File: src/hw/rtl/pce_pkg.sv
// Shared types, codes and defaults for the piecewise cubic evaluator.
// Used by every module of the block; depends on nothing.
`timescale 1ns / 1ps
package pce_pkg;

    localparam int MAX_POINTS_DEF = 256;
    localparam int FRAC_BITS_DEF  = 16;
    localparam int PADDR_W        = 4;

    typedef enum logic [1:0] {
        OP_WR_BP   = 2'd0,
        OP_WR_COEF = 2'd1,
        OP_QUERY   = 2'd2,
        OP_NONE    = 2'd3
    } op_t;

    typedef enum logic [1:0] {
        REG_ORDER  = 2'd0,
        REG_EXTRAP = 2'd1,
        REG_POINTS = 2'd2,
        REG_NONE   = 2'd3
    } reg_idx_t;

    typedef struct packed {
        logic [2:0] derivative_order;
        logic       extrapolate_enable;
        logic [8:0] point_count;
    } cfg_t;

    typedef struct packed {
        logic signed [31:0] value;
        logic               clip;
    } sat_t;

    function automatic sat_t sat32(input logic signed [66:0] v);
        sat_t r;
        r.clip  = 1'b0;
        r.value = v[31:0];
        if (v > 67'sd2147483647) begin
            r.clip  = 1'b1;
            r.value = 32'sh7fffffff;
        end else if (v < -67'sd2147483648) begin
            r.clip  = 1'b1;
            r.value = 32'sh80000000;
        end
        return r;
    endfunction

endpackage

File: src/hw/rtl/pce_regs.sv
// Configuration register file on the APB-style port.
// Depends on pce_pkg for the register codes and the configuration struct.
`timescale 1ns / 1ps
module pce_regs (
    input  logic                       clk,
    input  logic                       rst_n,
    input  logic                       psel,
    input  logic                       penable,
    input  logic                       pwrite,
    input  logic [pce_pkg::PADDR_W-1:0] paddr,
    input  logic [31:0]                pwdata,
    output logic [31:0]                prdata,
    output logic                       pready,
    output pce_pkg::cfg_t              cfg
);

    pce_pkg::cfg_t    cfg_reg;
    pce_pkg::cfg_t    cfg_next;
    pce_pkg::reg_idx_t sel;

    assign sel    = pce_pkg::reg_idx_t'(paddr[3:2]);
    assign pready = 1'b1;
    assign cfg    = cfg_reg;

    always_comb
    begin
        cfg_next = cfg_reg;
        if (psel && penable && pwrite)
        begin
            case (sel)
                pce_pkg::REG_ORDER:  cfg_next.derivative_order   = pwdata[2:0];
                pce_pkg::REG_EXTRAP: cfg_next.extrapolate_enable = pwdata[0];
                pce_pkg::REG_POINTS: cfg_next.point_count        = pwdata[8:0];
                default:             cfg_next = cfg_reg;
            endcase
        end
    end

    always_comb
    begin
        case (sel)
            pce_pkg::REG_ORDER:  prdata = {29'd0, cfg_reg.derivative_order};
            pce_pkg::REG_EXTRAP: prdata = {31'd0, cfg_reg.extrapolate_enable};
            pce_pkg::REG_POINTS: prdata = {23'd0, cfg_reg.point_count};
            default:             prdata = 32'd0;
        endcase
    end

    always_ff @(posedge clk or negedge rst_n)
    begin
        if (!rst_n)
        begin
            cfg_reg.derivative_order   <= 3'd0;
            cfg_reg.extrapolate_enable <= 1'b1;
            cfg_reg.point_count        <= 9'd2;
        end
        else
        begin
            cfg_reg <= cfg_next;
        end
    end

endmodule

File: config.mk
export PLATFORM = sky130hd
export DESIGN_NAME = pce_regs
export DESIGN_NICKNAME = d
export VERILOG_FILES = /design/src/hw/rtl/pce_pkg.sv /design/src/hw/rtl/pce_regs.sv
export SDC_FILE = /design/constraint.sdc
export NUM_CORES = 1
export LEC_CHECK = 0
export BUFFER_PORTS_ARGS = -buffer_cell sky130_fd_sc_hd__buf_4
export CORE_UTILIZATION = 31
export DETAILED_ROUTE_END_ITERATION = 8
export PLACE_DENSITY = 0.82
export SLEW_MARGIN = 20
export SYNTH_ARGS = -nofsm -noshare
export SYNTH_HDL_FRONTEND = slang
export SYNTH_SLANG_ARGS = --single-unit
File: constraint.sdc
create_clock -name clk -period 0.9 [get_ports clk]
set_clock_uncertainty 0.2 [all_clocks]
set_input_delay 0.045 -clock clk [delete_from_list [all_inputs] [get_ports clk]]
set_output_delay 0.045 -clock clk [all_outputs]
set_load 0.02 [all_outputs]
==> run metrics <==
initial antenna violation count=0; largest net degree at the start of global routing=14; synth unique cells=17; layout cells sized above 1=between 70 and 80%; peak supply drop=about 1.2 mV; Max H-tree Level=1; crit-path max FO=2; DRC Markers=0; Max stage delay on crit path=between 500 and 600 ps; Final WS setup=-464.5 ps; Rows=18; dpl hpwl=approximately 1300 µm; Clock transition at path regs=about 80 ps; top-level port count=between 80 and 90; Seq/Total Area, Yosys=38.47%; WL per Instance=around 13 µm; Final Max Slew Viols=0; initial core utilization=about 33%; Design Area, Final=1438 µm²; cts bufs inserted=3; Setup crit end kind=output pin; drt first pass iters=2; Core ar.=2545 µm²; CP Class=reg2out; Leak Pwr=between 0.7 and 0.8 nW; Die Footprint=about 3000 µm²; top post-synthesis cells by area=dfrtp_1 32%, buf_4 21%, mux2_4 16%; CP max stage cell=dfstp_2; final period utilization=151.6%; final-stage net count=173; # clock sinks=13; chip height=54.43 µm; leading cell type in the layout, fill and taps excluded=buf_6; vias in the first global route=around 700; area fraction of the dominant cell type after synthesis=approximately a third; number of DRC markers in iteration 0=3; Ant. Diodes=0; Fmax=approximately 730 MHz; Avg Inst Size Synth=roughly 12 µm²; Max Root-Sink Buffers=2; Final GP Congestion=between 0.6 and 0.7; layout overhead on the synthesized area=68.72%; CP Launch Type=register; PD cells=1911 nW/µm²; CTS Hold Bufs=1; Die W=roughly 54 µm; Largest register FFs=13; first-pass GRT wire length=between 3000 and 4000 µm; Post-DP Area=1206 µm²; global route overflow=0; final setup fails=35; failing checks=negative hold slack, negative setup slack; CTS Root Cell=clkbuf_4; Mapped Cells=between 70 and 80; Fin Setup TNS=-8956 ps; worst path required time=650 ps; CTS tree=built; Vias/cell=about 4.2; Post-DRT Antenna Nets=0; I/O Buffers=37; gr usage total=15.38%; status=finished, violations left; RSZ-0062 raised after global routing=yes; count of warnings emitted by yosys=0; post-route total power=roughly 2.7 mW; Yosys top cell by area=dfrtp_1; drt total wl=around 2000 µm; worst path arrival time=roughly 1100 ps; Worst-Skew Late Latency=~270 ps; Syn Std Cell Area=approximately 850 µm²; smallest hold slack=-200.2 ps; max cap viols=0; most frequent cells in the layout=34 x buf_6, 24 x conb_1, 24 x buf_4, 11 x mux2_4, 10 x dfrtp_2; Yosys reg bits=13; routed vias=between 600 and 700; final hold vios=24; Final min period=between 1000 and 1500 ps; crit-path cells=mux2i_1 -> nor2_2 -> buf_6; Tightest Hold Check Type=in2reg
-- routing by layer --
metal	wire, µm	global-route usage (%)
met5	0	0
met4	11	3.846
met3	137	3.611
met2	1105	28.86
met1	805	17.15
-- worst paths after layout --
path | slack [ps] | startpoint | cells after the start | to
min in group asynchronous | -60 | rst_n | 2 | cfg[3]$_DFFE_PN0P_
worst max-delay path | -460 | cfg[1]$_DFFE_PN1P_ | 3 | prdata[1]
worst min-delay path | -200 | pwdata[5] | 2 | cfg[5]$_DFFE_PN0P_
worst min register to register | 360 | cfg[11]$_DFFE_PN0P_ | 1 | cfg[11]$_DFFE_PN0P_
max in group asynchronous | 320 | rst_n | 2 | cfg[1]$_DFFE_PN1P_
worst max register to register | -240 | cfg[1]$_DFFE_PN1P_ | 3 | cfg[1]$_DFFE_PN1P_
-- cell families (layout without fill, tap and decap cells) --
logic type / Yosys count / in the layout / synth area share, %
and+or+nand+nor: 14 / 14 / 11.60
muxes: 16 / 16 / 24.67
other: 2 / 24 / 0.8814
DFF: 13 / 13 / 38.47
buffers and inverters: 26 / 63 / 23.79
AOI/OAI and AO/OA: 1 / 1 / 0.5868
-- critical path: cells and delay by family, from the launching register on --
family | cells | cell delay, ps
buffers and inverters | 1 | 120
and+or+nand+nor | 1 | 100
muxes | 1 | 80
DFF | 1 | 540
-- Yosys cell counts --
cell,number
and2_1,6
buf_4,24
buf_6,2
conb_1,2
dfrtp_1,11
dfstp_2,2
mux2_2,4
mux2_4,9
mux2i_1,3
nand3_2,1
nand3b_1,1
nor2_1,2
nor2b_1,1
nor3_2,1
nor3b_1,1
nor3b_2,1
o21ai_0,1
-- report_power, final --
part	internal, mW	switching (mW)	leakage [nW]
Sequential	0.757	0.143	0.144
Clock	0.172	0.187	0.0150
Combinational	0.877	0.612	0.553
-- what timing repair did --
| item | CTS | global route |
|---|---|---|
| resized for setup | 29 | 10 |
| hold endpoints to repair | 26 | 24 |
| pin swaps | 1 | 0 |
| endpoints found under the setup margin | 35 | 35 |
| setup buffers | 3 | 8 |
-- per-stage QoR --
step           setup WS [ps]  hold WS, ps  std cells  util, %
2_1_floorplan         -220.9       -450.6         94        -
3_3_place_gp          -350.6       -308.0        148    47.39
3_5_place_dp          -375.6       -302.7        148    47.39
4_1_cts               -459.7       -211.0        156    53.98
5_1_grt               -517.7       -220.0        161    56.49
6_report              -464.5       -200.2        161    56.49
-- final cells by class --
cell class	count	area [µm²]
multi-input cells	55	460.4
repair buffers	59	573.1
flip-flops and latches	13	340.3
clock buffers	4	26.28
well taps	30	37.54
fillers	212	1107
No activity file was read; power rests on OpenSTA's default activity.
