File: src/hw/rtl/pce_pkg.sv
// Shared types, codes and defaults for the piecewise cubic evaluator.
// Used by every module of the block; depends on nothing.
`timescale 1ns / 1ps
package pce_pkg;

    localparam int MAX_POINTS_DEF = 256;
    localparam int FRAC_BITS_DEF  = 16;
    localparam int PADDR_W        = 4;

    typedef enum logic [1:0] {
        OP_WR_BP   = 2'd0,
        OP_WR_COEF = 2'd1,
        OP_QUERY   = 2'd2,
        OP_NONE    = 2'd3
    } op_t;

    typedef enum logic [1:0] {
        REG_ORDER  = 2'd0,
        REG_EXTRAP = 2'd1,
        REG_POINTS = 2'd2,
        REG_NONE   = 2'd3
    } reg_idx_t;

    typedef struct packed {
        logic [2:0] derivative_order;
        logic       extrapolate_enable;
        logic [8:0] point_count;
    } cfg_t;

    typedef struct packed {
        logic signed [31:0] value;
        logic               clip;
    } sat_t;

    function automatic sat_t sat32(input logic signed [66:0] v);
        sat_t r;
        r.clip  = 1'b0;
        r.value = v[31:0];
        if (v > 67'sd2147483647) begin
            r.clip  = 1'b1;
            r.value = 32'sh7fffffff;
        end else if (v < -67'sd2147483648) begin
            r.clip  = 1'b1;
            r.value = 32'sh80000000;
        end
        return r;
    endfunction

endpackage

File: src/hw/rtl/pce_core.sv
// Sequencer and Horner datapath: table writes, range check, piece search, evaluation.
// Depends on pce_pkg; drives the memories in pce_mem.
`timescale 1ns / 1ps
module pce_core #(
    parameter int MaxPoints = pce_pkg::MAX_POINTS_DEF,
    parameter int FracBits  = pce_pkg::FRAC_BITS_DEF
) (
    input  logic                         clk,
    input  logic                         rst_n,
    input  pce_pkg::cfg_t                cfg,
    input  logic                         in_valid,
    output logic                         in_ready,
    input  logic [1:0]                   operation,
    input  logic [7:0]                   entry_index,
    input  logic [1:0]                   coeff_slot,
    input  logic signed [31:0]           data_value,
    output logic                         out_valid,
    input  logic                         out_ready,
    output logic signed [31:0]           result_value,
    output logic                         out_of_range,
    output logic                         saturated,
    output logic                         bp_we,
    output logic [$clog2(MaxPoints)-1:0] bp_waddr,
    output logic [31:0]                  bp_wdata,
    output logic [$clog2(MaxPoints)-1:0] bp_raddr,
    input  logic signed [31:0]           bp_rdata,
    output logic                         coef_we,
    output logic [$clog2(MaxPoints)+1:0] coef_waddr,
    output logic [31:0]                  coef_wdata,
    output logic [$clog2(MaxPoints)+1:0] coef_raddr,
    input  logic signed [31:0]           coef_rdata
);

    localparam int AW = $clog2(MaxPoints);
    localparam logic signed [65:0] HALF = 66'sd1 <<< FracBits >>> 1;

    typedef enum logic [9:0] {
        ST_IDLE = 10'b0000000001,
        ST_CHK0 = 10'b0000000010,
        ST_CHK1 = 10'b0000000100,
        ST_CHK2 = 10'b0000001000,
        ST_SCAN = 10'b0000010000,
        ST_BASE = 10'b0000100000,
        ST_COEF = 10'b0001000000,
        ST_INIT = 10'b0010000000,
        ST_MUL  = 10'b0100000000,
        ST_ADD  = 10'b1000000000
    } state_t;

    state_t state_reg, state_next;

    logic                  done_reg, done_next;
    logic signed [31:0]    x_reg, x_next;
    logic signed [32:0]    d_reg, d_next;
    logic signed [31:0]    c_reg [4];
    logic signed [31:0]    c_next [4];
    logic signed [31:0]    acc_reg, acc_next;
    logic signed [64:0]    prod_reg, prod_next;
    logic [1:0]            stage_reg, stage_next;
    logic [AW-1:0]         piece_reg, piece_next;
    logic [AW-1:0]         k_reg, k_next;
    logic                  lo_fail_reg, lo_fail_next;
    logic                  oor_reg, oor_next;
    logic                  clip_reg, clip_next;

    logic                  out_valid_reg, out_valid_next;
    logic signed [31:0]    result_reg, result_next;
    logic                  oor_out_reg, oor_out_next;
    logic                  sat_out_reg, sat_out_next;

    logic [31:0]           pc_ext, n_full, n_m1, n_m2, idx_ext;
    logic                  linear, idx_ok, accept, zero_case, hi_fail;
    logic [2:0]            ord;
    logic [1:0]            last_stage;
    logic signed [66:0]    c0_ext, init_val, sum_val;
    logic signed [65:0]    shifted;
    logic signed [33:0]    addend;
    pce_pkg::sat_t         sat_init, sat_sum;

    assign pc_ext  = 32'(cfg.point_count);
    assign n_full  = (pc_ext < 32'd2) ? 32'd2 :
                     ((pc_ext > 32'(MaxPoints)) ? 32'(MaxPoints) : pc_ext);
    assign n_m1    = n_full - 32'd1;
    assign n_m2    = n_full - 32'd2;
    assign linear  = (n_full == 32'd2);
    assign ord     = cfg.derivative_order;
    assign idx_ext = 32'(entry_index);
    assign idx_ok  = (idx_ext < 32'(MaxPoints));

    assign in_ready  = (state_reg == ST_IDLE) && !done_reg;
    assign accept    = in_valid && in_ready;
    assign zero_case = (ord > 3'd3) || (linear && ord >= 3'd2);
    assign hi_fail   = (x_reg > bp_rdata);
    assign last_stage = 2'(3'd3 - ord);

    assign bp_we      = accept && (operation == pce_pkg::OP_WR_BP) && idx_ok;
    assign bp_waddr   = idx_ext[AW-1:0];
    assign bp_wdata   = data_value;
    assign coef_we    = accept && (operation == pce_pkg::OP_WR_COEF) && idx_ok;
    assign coef_waddr = {idx_ext[AW-1:0], coeff_slot};
    assign coef_wdata = data_value;

    assign c0_ext   = 67'(c_reg[0]);
    assign init_val = (ord == 3'd0) ? c0_ext :
                      ((ord == 3'd1) ? (c0_ext + (c0_ext <<< 1))
                                     : ((c0_ext + (c0_ext <<< 1)) <<< 1));
    assign sat_init = pce_pkg::sat32(init_val);

    assign addend   = ((stage_reg == 2'd1) && (ord != 3'd0)) ?
                      (34'(c_reg[stage_reg]) <<< 1) : 34'(c_reg[stage_reg]);
    assign shifted  = (66'(prod_reg) + HALF) >>> FracBits;
    assign sum_val  = 67'(shifted) + 67'(addend);
    assign sat_sum  = pce_pkg::sat32(sum_val);

    always_comb
    begin
        bp_raddr   = '0;
        coef_raddr = '0;
        case (state_reg)
            ST_CHK0: bp_raddr = '0;
            ST_CHK1: bp_raddr = n_m1[AW-1:0];
            ST_CHK2: bp_raddr = AW'(1);
            ST_SCAN: bp_raddr = k_reg + AW'(1);
            ST_BASE:
            begin
                bp_raddr   = piece_reg;
                coef_raddr = {piece_reg, 2'd0};
            end
            ST_COEF: coef_raddr = {piece_reg, stage_reg + 2'd1};
            default:
            begin
                bp_raddr   = '0;
                coef_raddr = '0;
            end
        endcase
    end

    always_comb
    begin
        state_next   = state_reg;
        done_next    = done_reg;
        x_next       = x_reg;
        d_next       = d_reg;
        c_next       = c_reg;
        acc_next     = acc_reg;
        prod_next    = prod_reg;
        stage_next   = stage_reg;
        piece_next   = piece_reg;
        k_next       = k_reg;
        lo_fail_next = lo_fail_reg;
        oor_next     = oor_reg;
        clip_next    = clip_reg;

        case (state_reg)
            ST_IDLE:
            begin
                if (accept && (operation == pce_pkg::OP_QUERY))
                begin
                    x_next    = data_value;
                    oor_next  = 1'b0;
                    clip_next = 1'b0;
                    acc_next  = '0;
                    if (zero_case)
                    begin
                        done_next = 1'b1;
                    end
                    else
                    begin
                        state_next = ST_CHK0;
                    end
                end
            end
            ST_CHK0:
            begin
                state_next = ST_CHK1;
            end
            ST_CHK1:
            begin
                lo_fail_next = (x_reg < bp_rdata);
                state_next   = ST_CHK2;
            end
            ST_CHK2:
            begin
                piece_next = '0;
                k_next     = AW'(1);
                if (!cfg.extrapolate_enable && (lo_fail_reg || hi_fail))
                begin
                    oor_next   = 1'b1;
                    done_next  = 1'b1;
                    state_next = ST_IDLE;
                end
                else if (linear)
                begin
                    state_next = ST_BASE;
                end
                else
                begin
                    state_next = ST_SCAN;
                end
            end
            ST_SCAN:
            begin
                if (bp_rdata <= x_reg)
                begin
                    piece_next = piece_reg + AW'(1);
                end
                k_next = k_reg + AW'(1);
                if (k_reg == n_m2[AW-1:0])
                begin
                    state_next = ST_BASE;
                end
            end
            ST_BASE:
            begin
                stage_next = 2'd0;
                state_next = ST_COEF;
            end
            ST_COEF:
            begin
                if (stage_reg == 2'd0)
                begin
                    d_next = 33'(x_reg) - 33'(bp_rdata);
                end
                c_next[stage_reg] = (linear && !stage_reg[1]) ? 32'sd0 : coef_rdata;
                stage_next = stage_reg + 2'd1;
                if (stage_reg == 2'd3)
                begin
                    state_next = ST_INIT;
                end
            end
            ST_INIT:
            begin
                acc_next   = sat_init.value;
                clip_next  = sat_init.clip;
                stage_next = 2'd1;
                if (ord == 3'd3)
                begin
                    done_next  = 1'b1;
                    state_next = ST_IDLE;
                end
                else
                begin
                    state_next = ST_MUL;
                end
            end
            ST_MUL:
            begin
                prod_next  = 65'(acc_reg) * 65'(d_reg);
                state_next = ST_ADD;
            end
            ST_ADD:
            begin
                acc_next   = sat_sum.value;
                clip_next  = clip_reg | sat_sum.clip;
                stage_next = stage_reg + 2'd1;
                if (stage_reg == last_stage)
                begin
                    done_next  = 1'b1;
                    state_next = ST_IDLE;
                end
                else
                begin
                    state_next = ST_MUL;
                end
            end
            default:
            begin
                state_next = ST_IDLE;
            end
        endcase

        if (done_reg && (!out_valid_reg || out_ready))
        begin
            done_next = 1'b0;
        end
    end

    always_comb
    begin
        out_valid_next = out_valid_reg;
        result_next    = result_reg;
        oor_out_next   = oor_out_reg;
        sat_out_next   = sat_out_reg;
        if (out_valid_reg && out_ready)
        begin
            out_valid_next = 1'b0;
        end
        if (done_reg && (!out_valid_reg || out_ready))
        begin
            out_valid_next = 1'b1;
            result_next    = acc_reg;
            oor_out_next   = oor_reg;
            sat_out_next   = clip_reg;
        end
    end

    assign out_valid    = out_valid_reg;
    assign result_value = result_reg;
    assign out_of_range = oor_out_reg;
    assign saturated    = sat_out_reg;

    always_ff @(posedge clk or negedge rst_n)
    begin
        if (!rst_n)
        begin
            state_reg     <= ST_IDLE;
            done_reg      <= 1'b0;
            out_valid_reg <= 1'b0;
        end
        else
        begin
            state_reg     <= state_next;
            done_reg      <= done_next;
            out_valid_reg <= out_valid_next;
        end
    end

    always_ff @(posedge clk)
    begin
        x_reg       <= x_next;
        d_reg       <= d_next;
        c_reg       <= c_next;
        acc_reg     <= acc_next;
        prod_reg    <= prod_next;
        stage_reg   <= stage_next;
        piece_reg   <= piece_next;
        k_reg       <= k_next;
        lo_fail_reg <= lo_fail_next;
        oor_reg     <= oor_next;
        clip_reg    <= clip_next;
        result_reg  <= result_next;
        oor_out_reg <= oor_out_next;
        sat_out_reg <= sat_out_next;
    end

endmodule

File: config.mk
export PLATFORM = sky130hd
export DESIGN_NAME = pce_core
export DESIGN_NICKNAME = d
export VERILOG_FILES = /design/src/hw/rtl/pce_pkg.sv /design/src/hw/rtl/pce_core.sv
export SDC_FILE = /design/constraint.sdc
export NUM_CORES = 2
export LEC_CHECK = 0
export BUFFER_PORTS_ARGS = -buffer_cell sky130_fd_sc_hd__buf_2
export CAP_MARGIN = 20
export CORE_ASPECT_RATIO = 0.6
export CORE_MARGIN = 5
export CORE_UTILIZATION = 45
export CTS_CLUSTER_SIZE = 28
export DETAILED_ROUTE_END_ITERATION = 6
export PLACE_DENSITY = 0.71
export SYNTH_ARGS = -nofsm -noshare
export SYNTH_HDL_FRONTEND = slang
export SYNTH_SLANG_ARGS = --single-unit
File: constraint.sdc
create_clock -name clk -period 8.8 [get_ports clk]
set_input_delay 1.76 -clock clk [delete_from_list [all_inputs] [get_ports clk]]
set_output_delay 1.76 -clock clk [all_outputs]
set_load 0.03 [all_outputs]
==> flow_metrics.py <==
metrics = {
    "flow_run": {
        "cap_viol_max_count": 0,
    },
    "final_layout": {
        "drive_gt1_frac": 0.1134,
        "final_cell_mix": "inv_1, fa_1, nand2_1",
        "largest_reg_flops": 96,
        "final_common_cell": "inv_1",
        "final_cells": 7768,
        "final_util": 0.4946,
        "syn2layout_area_growth_pct": 9.675,
        "fin_nets": 7567,
    },
    "placement": {
        "gp_congestion": 0.9979,
        "io_buffers": 234,
        "dp_cells": 7665,
        "dp_hpwl_mm": 147.2,
    },
    "yosys": {
        "synth_cells": 5813,
        "ys_types": 79,
        "synthFlopType": "edfxtp_1",
        "seq_area_frac_synth": 0.1762,
        "synth-edff-count": 330,
        "synth_seq_cells": 342,
        "async_reset_ff_frac": 0.03509,
        "synth.net_count": 7358,
        "syn_area_mm2": 0.05795,
        "syn_avg_cell_area_um2": 9.969,
        "ys_warn_count": 0,
    },
    "grt": {
        "grt_max_degree": 51,
        "grt_util_all_layers": 0.2623,
        "grt_first_pass_wirelength_mm": 270.8,
        "antenna_found_initial": 11,
        "grt_pass1_vias": 43140,
        "grt.overflow.total": 0,
    },
    "timing": {
        "post-route-min-period_ps": 8591,
        "slew-limit-headroom": 0.3205,
        "setup_viol": 0,
        "max_freq_ghz": 0.1164,
        "drv_slew": 0,
        "tightest_slew_ps": 1010,
        "clock_skew_ps": 27.65,
        "fin_crit_sh": 0.9762,
        "hold_viol_final": 0,
        "finalSetupTns_ps": 0,
        "holdWs_ps": 474.8,
    },
    "clock_tree": {
        "hold_buffers": 0,
        "cts_buffer_depth": 3,
        "htreeDepth": 2,
        "clk_latency_ps": 610,
        "cts_tree": "built",
        "cts_root_buffer": "clkbuf_16",
        "cts_inserted_buffers": 37,
        "clock-sinks": 342,
        "clk_pin_slew_worst_paths_ps": 70,
    },
    "setup_path": {
        "cp.arrival_ps": 8950,
        "slowest_delay_ps": 810,
        "r2r_slack_ps": 210,
        "crit_slowest_cell": "fa_1",
        "reg2reg_from": "d_reg[15]$_DFFE_PP_",
        "cp-startpoint": "d_reg[15]$_DFFE_PP_",
        "critPathKind": "flip-flop to flip-flop",
        "path_delay_family": "adder cells",
        "worstPathMaxFanout": 16,
        "worstPathRequired_ps": 9160,
        "critical_path_buf_inv_count": 10,
        "start_kind": "flip-flop",
        "crit_top_cell": "fa_1",
        "critPathCaptureType": "flip-flop",
    },
    "floorplanning": {
        "start_util": 0.4509,
        "num_io_pins": 263,
        "fp.dieH_um": 288.0,
        "fp.dieArea_mm2": 0.1363,
        "die_x_um": 473.3,
        "fp-row-count": 102,
        "core-area_mm2": 0.1285,
    },
    "route": {
        "vias": 42180,
        "drt_iter0_drc": 4239,
        "wl_per_cell_um": 22.59,
        "wl_mm": 175.5,
        "ant_nets": 0,
        "viasPerCell": 5.430,
        "drtPass1Iterations": 7,
        "drc": 0,
    },
    "min_path": {
        "hp-class": "flip-flop to flip-flop",
        "hold_start": "oor_reg$_DFFE_PP_",
    },
    "run_status": {
        "status": "completed",
    },
}
## cell usage after synthesis, drive strengths merged, types with 7 or more instances
cell,n,area (um2)
inv,1118,4197
fa,1114,22300
nand2,629,2361
and2,563,3522
edfxtp,330,9910
ha,306,3829
clkbuf,248,930.9
nor2,175,656.9
xnor2,155,1358
a21oi,150,758.2
a21o,106,795.8
o21ai,95,475.5
buf,93,684.4
xor2,71,621.9
nor2b,69,431.7
nand3,54,270.3
nand4,44,275.3
nand2b,36,225.2
mux2,32,360.4
mux4,32,720.7
and3,30,187.7
nor3,29,145.1
o21a,28,210.2
a211oi,24,185.2
mux2i,24,240.2
a221o,23,230.2
o211ai,19,142.6
o21bai,19,142.6
a211o,18,157.7
a31oi,15,93.84
nor3b,14,105.1
nor4,13,87.58
dfrtp,11,275.3
or3,11,68.82
a21boi,10,75.07
o31ai,10,75.07
a221oi,8,70.07
nand3b,8,60.06
or2,8,50.05
nand4b,7,61.31
## routing by layer
metal	vias up	track usage	wire, um
li1	18420	-	-
met1	21360	0.4095	79810
met2	2241	0.3376	66130
met3	140	0.1180	27450
met4	12	0.03086	1997
met5	-	0	75
## kinds of logic after synthesis
kind of cell	after synthesis	synth area share
adders and majority gates	1420	0.4509
buffers and inverters	1460	0.1004
DFF	342	0.1762
and+or+nand+nor	1700	0.1483
AOI/OAI and AO/OA	577	0.06732
muxes	88	0.02280
xor gates and xnor gates	226	0.03416
## per-stage QoR
| stage | worst slack (ps) | instance area (um2) |
|---|---|---|
| global placement | -104.6 | 61850 |
| floorplan | 364.7 | 57950 |
| CTS | 56.16 | 63150 |
| finish | 209.5 | 63560 |
| global route | -2.225 | 63560 |
| detailed placement | -220.9 | 61860 |
## timing repair
| action | in CTS | in global routing |
|---|---|---|
| buffers inserted | 4 | 23 |
| gates resized for setup | 4 | 26 |
| pin swaps | 0 | 11 |
| endpoints found under the setup margin | 8 | 10 |
## final timing paths
check | end | cells after the start
setup / recovery | prod_reg[57]$_DFFE_PP_ | 30
hold / removal | out_of_range$_DFFE_PP_ | 0
setup reg to reg | prod_reg[57]$_DFFE_PP_ | 30
hold reg to reg | out_of_range$_DFFE_PP_ | 0
min in group asynchronous | done_reg$_DFFE_PN0P_ | 1
max in group asynchronous | state_reg[0]$_DFFE_PN1P_ | 1
## cell type report
type                            instances  area (um2)
Fill cell                           11530       64960
Tap cell                             1716        2147
Timing Repair Buffer                  511        3712
Antenna cell                            1       2.502
Clock buffer                           40       937.1
Sequential cell                       342       10210
Inverter                             1119        4200
Clock inverter                         28       317.8
Multi-Input combinational cell       4011       42030
Power is left out: the tool's default activity adds up to more than one toggle a clock period on the data nets, which glitch-free logic cannot reach.
